### config.mk
export PLATFORM = sky130hd
export DESIGN_NAME = triangle_scanline_span_unit
export DESIGN_NICKNAME = d
export VERILOG_FILES = /design/src/rtl/tssu_pkg.sv /design/src/rtl/tssu_setup.sv /design/src/rtl/tssu_mul.sv /design/src/rtl/tssu_div_stage.sv /design/src/rtl/tssu_finish.sv /design/src/rtl/triangle_scanline_span_unit.sv
export SDC_FILE = /design/constraint.sdc
export NUM_CORES = 2
export LEC_CHECK = 0
export BUFFER_PORTS_ARGS = -buffer_cell sky130_fd_sc_hd__buf_2
export CORE_MARGIN = 3
export CORE_UTILIZATION = 30
export DETAILED_ROUTE_END_ITERATION = 8
export PLACE_DENSITY = 0.44
export SLEW_MARGIN = 10
export SYNTH_ARGS = -nofsm -noshare
export SYNTH_HDL_FRONTEND = slang
export SYNTH_SLANG_ARGS = --single-unit
export TNS_END_PERCENT = 5
### constraint.sdc
create_clock -name clk -period 95.6 [get_ports clk]
set_input_delay 19.12 -clock clk [delete_from_list [all_inputs] [get_ports clk]]
set_output_delay 19.12 -clock clk [all_outputs]
set_load 0.05 [all_outputs]
### src/rtl/tssu_pkg.sv
// Package with the request and span types, pipeline types and the edge setup function.
`default_nettype none
package tssu_pkg;
  localparam int COORD_BITS = 12;
  localparam int DY_W = COORD_BITS + 1;
  localparam int NUM_W = 2 * COORD_BITS + 1;
  localparam int COLOUR_BITS = 24;

  typedef struct packed {
    logic signed [COORD_BITS-1:0] first_x;
    logic signed [COORD_BITS-1:0] first_y;
    logic signed [COORD_BITS-1:0] second_x;
    logic signed [COORD_BITS-1:0] second_y;
    logic signed [COORD_BITS-1:0] third_x;
    logic signed [COORD_BITS-1:0] third_y;
    logic signed [COORD_BITS-1:0] row_y;
    logic [COLOUR_BITS-1:0] fill_colour;
  } req_t;

  typedef struct packed {
    logic signed [COORD_BITS-1:0] span_row;
    logic covered;
    logic signed [COORD_BITS-1:0] span_start;
    logic signed [COORD_BITS-1:0] span_end;
    logic [COLOUR_BITS-1:0] span_colour;
  } span_t;

  typedef struct packed {
    logic signed [COORD_BITS-1:0] x;
    logic signed [COORD_BITS-1:0] y;
  } vtx_t;

  typedef struct packed {
    logic neg;
    logic flat;
    logic signed [COORD_BITS-1:0] xa;
    logic [COORD_BITS-1:0] dxm;
    logic [DY_W-1:0] t;
    logic [DY_W-1:0] dy;
    logic [NUM_W-1:0] rem;
    logic [COORD_BITS-1:0] quo;
  } edge_t;

  typedef struct packed {
    edge_t short_e;
    edge_t long_e;
    logic covered;
    logic signed [COORD_BITS-1:0] row;
    logic [COLOUR_BITS-1:0] colour;
  } work_t;

  function automatic edge_t make_edge(vtx_t a, vtx_t b, logic signed [COORD_BITS-1:0] row);
    edge_t e;
    logic signed [COORD_BITS:0] dx;
    logic signed [COORD_BITS:0] dyv;
    logic signed [COORD_BITS:0] tv;
    dx = {b.x[COORD_BITS-1], b.x} - {a.x[COORD_BITS-1], a.x};
    dyv = {b.y[COORD_BITS-1], b.y} - {a.y[COORD_BITS-1], a.y};
    tv = {row[COORD_BITS-1], row} - {a.y[COORD_BITS-1], a.y};
    e = '0;
    e.neg = dx[COORD_BITS];
    e.flat = (dyv == '0);
    e.xa = a.x;
    e.dxm = dx[COORD_BITS] ? COORD_BITS'(-dx) : dx[COORD_BITS-1:0];
    e.t = tv;
    e.dy = dyv;
    return e;
  endfunction
endpackage
`default_nettype wire

### src/rtl/tssu_setup.sv
// Setup stage: stable vertex sort by y, coverage test and edge selection.
`default_nettype none
module tssu_setup (
  input  wire logic           clk,
  input  wire logic           rst,
  input  wire logic           en,
  input  wire logic           valid_in,
  input  wire tssu_pkg::req_t req,
  output logic                valid,
  output tssu_pkg::work_t     work
);
  tssu_pkg::vtx_t a0, b0, a1, c1, t2, m2;
  tssu_pkg::vtx_t top_v, mid_v, bot_v;
  tssu_pkg::work_t work_next;
  logic above;

  always_comb begin
    a0 = '{x: req.first_x, y: req.first_y};
    b0 = '{x: req.second_x, y: req.second_y};
    c1 = '{x: req.third_x, y: req.third_y};
    if (a0.y > b0.y) begin
      a1 = b0;
      b0 = a0;
    end else begin
      a1 = a0;
    end
    if (b0.y > c1.y) begin
      bot_v = b0;
      m2 = c1;
    end else begin
      bot_v = c1;
      m2 = b0;
    end
    if (a1.y > m2.y) begin
      top_v = m2;
      t2 = a1;
    end else begin
      top_v = a1;
      t2 = m2;
    end
    mid_v = t2;
    above = req.row_y < mid_v.y;
    work_next.short_e = above ? tssu_pkg::make_edge(top_v, mid_v, req.row_y)
                              : tssu_pkg::make_edge(mid_v, bot_v, req.row_y);
    work_next.long_e = tssu_pkg::make_edge(top_v, bot_v, req.row_y);
    work_next.covered = (req.row_y >= top_v.y) && (req.row_y <= bot_v.y);
    work_next.row = req.row_y;
    work_next.colour = req.fill_colour;
  end

  always_ff @(posedge clk) begin
    if (rst) begin
      valid <= 1'b0;
    end else if (en) begin
      valid <= valid_in;
    end
    if (en) begin
      work <= work_next;
    end
  end
endmodule
`default_nettype wire

### src/rtl/tssu_mul.sv
// Multiply stage: edge x distance times row offset for both edges.
`default_nettype none
module tssu_mul (
  input  wire logic            clk,
  input  wire logic            rst,
  input  wire logic            en,
  input  wire logic            valid_in,
  input  wire tssu_pkg::work_t work_in,
  output logic                 valid,
  output tssu_pkg::work_t      work
);
  tssu_pkg::work_t work_next;

  always_comb begin
    work_next = work_in;
    work_next.short_e.rem = tssu_pkg::NUM_W'(work_in.short_e.dxm * work_in.short_e.t);
    work_next.long_e.rem = tssu_pkg::NUM_W'(work_in.long_e.dxm * work_in.long_e.t);
  end

  always_ff @(posedge clk) begin
    if (rst) begin
      valid <= 1'b0;
    end else if (en) begin
      valid <= valid_in;
    end
    if (en) begin
      work <= work_next;
    end
  end
endmodule
`default_nettype wire

### src/rtl/tssu_div_stage.sv
// One restoring division step that settles one quotient bit of both edges.
`default_nettype none
module tssu_div_stage #(
  parameter int BIT = 0
) (
  input  wire logic            clk,
  input  wire logic            rst,
  input  wire logic            en,
  input  wire logic            valid_in,
  input  wire tssu_pkg::work_t work_in,
  output logic                 valid,
  output tssu_pkg::work_t      work
);
  tssu_pkg::work_t work_next;
  logic [tssu_pkg::NUM_W-1:0] ds, dl;

  always_comb begin
    work_next = work_in;
    ds = tssu_pkg::NUM_W'(work_in.short_e.dy) << BIT;
    dl = tssu_pkg::NUM_W'(work_in.long_e.dy) << BIT;
    work_next.short_e.quo[BIT] = work_in.short_e.rem >= ds;
    if (work_in.short_e.rem >= ds) begin
      work_next.short_e.rem = work_in.short_e.rem - ds;
    end
    work_next.long_e.quo[BIT] = work_in.long_e.rem >= dl;
    if (work_in.long_e.rem >= dl) begin
      work_next.long_e.rem = work_in.long_e.rem - dl;
    end
  end

  always_ff @(posedge clk) begin
    if (rst) begin
      valid <= 1'b0;
    end else if (en) begin
      valid <= valid_in;
    end
    if (en) begin
      work <= work_next;
    end
  end
endmodule
`default_nettype wire

### src/rtl/tssu_finish.sv
// Finish stage: edge x from quotient, span ordering and the output register.
`default_nettype none
module tssu_finish (
  input  wire logic            clk,
  input  wire logic            rst,
  input  wire logic            en,
  input  wire logic            valid_in,
  input  wire tssu_pkg::work_t work_in,
  output logic                 valid,
  output tssu_pkg::span_t      span
);
  localparam int CB = tssu_pkg::COORD_BITS;
  logic signed [CB-1:0] xs, xl;
  tssu_pkg::span_t span_next;

  function automatic logic signed [CB-1:0] edge_x(tssu_pkg::edge_t e);
    logic signed [CB:0] q;
    logic signed [CB:0] s;
    q = e.neg ? -$signed({1'b0, e.quo}) : $signed({1'b0, e.quo});
    s = $signed({e.xa[CB-1], e.xa}) + q;
    return e.flat ? e.xa : s[CB-1:0];
  endfunction

  always_comb begin
    xs = edge_x(work_in.short_e);
    xl = edge_x(work_in.long_e);
    span_next.span_row = work_in.row;
    span_next.covered = work_in.covered;
    span_next.span_colour = work_in.colour;
    if (!work_in.covered) begin
      span_next.span_start = '0;
      span_next.span_end = '0;
    end else if (xs > xl) begin
      span_next.span_start = xl;
      span_next.span_end = xs;
    end else begin
      span_next.span_start = xs;
      span_next.span_end = xl;
    end
  end

  always_ff @(posedge clk) begin
    if (rst) begin
      valid <= 1'b0;
    end else if (en) begin
      valid <= valid_in;
    end
    if (en) begin
      span <= span_next;
    end
  end
endmodule
`default_nettype wire

### src/rtl/triangle_scanline_span_unit.sv
// Top level of the triangle scanline span unit.
// A request carries three vertices, a row and a fill colour on req with
// req_valid and req_ready. One span leaves on span with span_valid and
// span_ready for every request, in request order.
// The pipeline has a setup stage, a multiply stage, one restoring division
// stage per quotient bit (COORD_BITS of them) and a finish stage that holds
// the output register.
// Throughput is one request per cycle while span_ready is high.
// When the receiver stalls, every stage holds and req_ready drops as soon as
// the output register holds an untaken span; nothing is lost or repeated.
// A synchronous reset clears all valid bits, so the pipeline comes up empty
// and ready.
`default_nettype none
module triangle_scanline_span_unit (
  input  wire logic            clk,
  input  wire logic            rst,
  input  wire logic            req_valid,
  output logic                 req_ready,
  input  wire tssu_pkg::req_t  req,
  output logic                 span_valid,
  input  wire logic            span_ready,
  output tssu_pkg::span_t      span
);
  localparam int CB = tssu_pkg::COORD_BITS;
  logic en;
  logic v_stg [0:CB+1];
  tssu_pkg::work_t w_stg [0:CB+1];

  assign en = !span_valid || span_ready;
  assign req_ready = en;

  tssu_setup u_setup (
    .clk(clk), .rst(rst), .en(en), .valid_in(req_valid), .req(req),
    .valid(v_stg[0]), .work(w_stg[0])
  );

  tssu_mul u_mul (
    .clk(clk), .rst(rst), .en(en), .valid_in(v_stg[0]), .work_in(w_stg[0]),
    .valid(v_stg[1]), .work(w_stg[1])
  );

  for (genvar k = 0; k < CB; k++) begin : g_div
    tssu_div_stage #(.BIT(CB - 1 - k)) u_div (
      .clk(clk), .rst(rst), .en(en), .valid_in(v_stg[k+1]), .work_in(w_stg[k+1]),
      .valid(v_stg[k+2]), .work(w_stg[k+2])
    );
  end

  tssu_finish u_finish (
    .clk(clk), .rst(rst), .en(en), .valid_in(v_stg[CB+1]), .work_in(w_stg[CB+1]),
    .valid(span_valid), .span(span)
  );
endmodule
`default_nettype wire

Word level (Yosys, flattened, before mapping):

Index checks and enable logic that the tools add are counted.

* output and inout port bits: 63
* logic and storage cells: 339
* bits in registers: 2218

* $add $sub $neg: 37
* multiply operators: 2
* reduce and logical (&&, ||, !) cells: 6
* magnitude comparators: 31
* mux-type cells: 37

Operators by type and width (number)
* $mux W25: 22
* $mux W24: 7
* $sub A12 B12 Y13: 8
* $mux W89: 1
* $mux W12: 7
* $neg A12 Y12: 5
* $ge A25 B13 Y1: 2
* $ge A25 B14 Y1: 2
* $ge A25 B15 Y1: 2
* $ge A25 B16 Y1: 2
* $ge A25 B17 Y1: 2
* $ge A25 B18 Y1: 2
* $ge A25 B19 Y1: 2
* $ge A25 B20 Y1: 2
* $ge A25 B21 Y1: 2
* $ge A25 B22 Y1: 2
* $ge A25 B23 Y1: 2
* $ge A25 B24 Y1: 2
* $mul A12 B13 Y25: 2
* $sub A25 B14 Y25: 2
* $sub A25 B15 Y25: 2
* $sub A25 B16 Y25: 2
* $sub A25 B17 Y25: 2
* $sub A25 B18 Y25: 2
* 15 further kinds: 27

Longest topological paths before layout:

* word-level depth: 10
* mapped depth: 55
* gate-level depth less buffers: 42

By module:

Synthesis repeated with hierarchy kept, for this count alone.

* cell total of the unflattened synthesis: 9661
* area, all modules: 136996.4 µm²

By module, submodules not included
* tssu_mul: cells each 1472, times used 1, area an instance 16792.4 µm²
* tssu_setup: cells each 1593, times used 1, area an instance 13819.5 µm²
* tssu_div_stage (g_div[10].u_div): cells each 552, times used 1, area an instance 8689.6 µm²
* tssu_div_stage (g_div[11].u_div): cells each 538, times used 1, area an instance 8653.3 µm²
* tssu_div_stage (g_div[8].u_div): cells each 547, times used 1, area an instance 8639.5 µm²
* tssu_div_stage (g_div[9].u_div): cells each 545, times used 1, area an instance 8635.8 µm²
* tssu_div_stage (g_div[6].u_div): cells each 510, times used 1, area an instance 8574.5 µm²
* tssu_div_stage (g_div[7].u_div): cells each 522, times used 1, area an instance 8541.9 µm²
* tssu_div_stage (g_div[3].u_div): cells each 506, times used 1, area an instance 8518.2 µm²
* tssu_div_stage (g_div[5].u_div): cells each 519, times used 1, area an instance 8463.1 µm²
* tssu_div_stage (g_div[4].u_div): cells each 506, times used 1, area an instance 8414.3 µm²
* tssu_div_stage (g_div[1].u_div): cells each 485, times used 1, area an instance 8355.5 µm²
* tssu_div_stage (g_div[2].u_div): cells each 494, times used 1, area an instance 8285.4 µm²
* tssu_div_stage (g_div[0].u_div): cells each 460, times used 1, area an instance 8269.2 µm²
* +2 rows

Worst setup path before layout:

Ideal clock, no wire load.

* path type: input -> output
* start: input span_ready
* end: output req_ready
* arrival: 76.607 ns
* required time: 76.480 ns
* path slack: -0.127 ns
* path buffers: 2
* cell stages on the path: 4
* cells stage by stage: nor2b_1 > clkbuf_1 > inv_1 > buf_1

* cells in the longest elaborated chain, start to end: 1

Ends and longest elaborated chain
* start: declaration: RTL line triangle_scanline_span_unit.sv:21 `input wire logic span_ready,`
* $logic_or A1 B1 Y1: RTL line triangle_scanline_span_unit.sv:29 `assign en = !span_valid || span_ready;`
* end: declaration: RTL line triangle_scanline_span_unit.sv:18 `output logic req_ready,`

Every way passes these cells.

Final worst setup path:

Ends and elaborated chain as after synthesis.

==> qor.yml <==
final_cell_mix: "edfxtp_1 (2,115), inv_1 (969), nand2_1 (717), ha_1 (603), nor2_1 (465)"
timing.hold.ws_ns: 0.3655
drt_iter0_markers: 3518
numCtsBuffers: 238
cts_num_sinks: 2130
synth_seq_area_share: 0.6118
drive_gt1_frac: 0.07858
mostFrequentLayoutCell: "edfxtp_1"
die_h_um: 595.6
first_pass_iters: 7
hold_viol: 0
endpoint_kind: "primary output"
port-buffer-count: 174
placed_area_um2: 110700
yosysTopAreaCell: "edfxtp_1"
yosysTopAreaCellShare: 0.6089
clk_pin_slew_ns: 0.06
rsz0062_at_grt: "no"
area_growth_pct: 13.49
reg2reg_slack_ns: 88.53
start_util: 0.3027
post_drt_wl_per_cell_um: 17.11
max_freq_mhz: 25.16
post-cts-setup-buffers: 0
routed_wl_um: 225300
synth_nets: 9088
crit_end: "req_ready"
slew-limit-headroom: 0.2232
gp_congestion: 0.8568
antenna_found_initial: 13
ys.flop_type: "edfxtp_1"
fillers: 33200
syn-instance-count: 8122
grt_usage: 0.1252
cts_max_path_buffers: 4
worstMarginPinSlew_ns: 1.162
grt_max_degree: 148
drcViolationCount: 0
fin_nets: 9374
grt_pass1_wl_um: 353000
min_path_type: "register to register"
grt_pass1_vias: 61490
hold_buffers: 0
ctsResizeCount: 0
design_area_um2: 118400
synth_area_per_cell_um2: 12.84
startpoint: "span_ready"
post-route-min-period_ns: 39.74
status: "finished clean"
cp_max_fo: 93
grt_overflow: 0
num_vias: 60220
coreArea_um2: 344600
r2r_cells: 9
synth-async-reset-ratio: 0
final.setup.tns_ns: 0
ys_seq_elements: 2130
fp.dieW_um: 595.6
synth_area_leaders: "edfxtp_1 (61%), ha_1 (7.2%), fa_1 (4.8%)"
die_area_um2: 354800
min_period_over_period: 0.4157
via_per_inst: 4.575
cts_root_buf: "clkbuf_16"
postRouteAntennaNets: 0
yosys.cell_types.count: 95
clk_latency_ns: 0.90
ys.warnings.count: 0
synth_edf_count: 2115
final-setup-viol-count: 0
maxSlewViolCount: 0
reg2reg_to: "u_setup.work[173]"
core.rowCount: 215
worstPathArrival_ns: 20.62
skew_ns: 0.07409
drv_cap: 0
cts_tree: "built"
path_class: "primary input to primary output"
worstPathRequired_ns: 76.48
netlist_area_um2: 104300
htree_num_levels: 4
final_util: 0.3435
ioPinCount: 175
hpwl_um: 168300
startpoint_type: "primary input"
r2r_start: "u_finish.valid"
-- cell families after synthesis --
logic type,synth area share
buf+inv,0.04187
mux,0.01004
xor+xnor,0.03602
simple gates,0.09526
flops,0.6118
compound gates,0.08429
fa+ha+maj,0.1207
-- flip-flops by register name, indices dropped and copies added (netlist names) --
| name | flops |
|---|---|
| u_finish.valid | 1 |
| u_setup.work | 141 |
| u_finish.span | 61 |
| u_setup.valid | 1 |
| u_mul.valid | 1 |
| g_div.u_div.valid | 12 |
| u_mul.work | 141 |
| g_div.u_div.work | 1772 |
-- per-layer routing --
layer	share of wire	wire [um]	global-route usage
met4	0.039	8802	0.04691
met5	0.000058	13	0
met1	0.46	103700	0.1664
met3	0.038	8470	0.01900
met2	0.46	104300	0.2061
-- critical path, cell delays in order --
cell	delay [ns]
buf_2	0.10
nor2b_2	0.58
inv_8	0.38
buf_2	0.36
-- worst min-delay path by stage --
stage,end,startpoint,cells after the start
finish,g_div[9].u_div.work[11],g_div[8].u_div.work[11],0
floorplan,g_div[0].u_div.work[0],u_mul.work[0],0
global route,g_div[9].u_div.work[11],g_div[8].u_div.work[11],0
CTS,g_div[8].u_div.work[21],g_div[7].u_div.work[21],0
detailed placement,g_div[0].u_div.work[203],u_mul.work[203],0
global placement,g_div[2].u_div.work[2],g_div[1].u_div.work[2],0
-- stage by stage --
step / setup WS [ns] / cells
global route: 55.75 / 13160
floorplan: 6.780 / 8122
CTS: 55.83 / 13160
finish: 55.86 / 13160
global placement: 55.88 / 12730
detailed placement: 55.82 / 12730
-- synth_stat cells (all sizes together) (27+ instances only) --
library cell  instances
nand2b               84
nor2                465
nand4b               27
mux2i                52
and3                 31
or4                  28
xor2                154
o21ai               420
mux2                 45
fa                  251
o31ai               103
ha                  603
nor3                 86
nand2               717
nand4                86
a21oi               403
nand3                80
buf                  31
clkbuf              150
nor4                 63
xnor2               275
edfxtp             2115
a31oi                31
and2                123
a21boi              113
inv                 971
a21o                 94
nor2b               102
or3                  41
o21a                 52
-- final cells by class --
cell class	instances	area, um^2	area share
Sequential cell	2130	63810	0.5391
Timing Repair Buffer	227	1294	0.01093
Antenna cell	4	10.01	0.00008456
Clock buffer	290	6257	0.05286
Tap cell	4557	5702	0.04817
Inverter	974	3664	0.03095
Clock inverter	145	1446	0.01222
Multi-Input combinational cell	4837	36180	0.3057
Power is left out: the tool's default activity adds up to more than one toggle a clock period on the data nets, which glitch-free logic cannot reach.
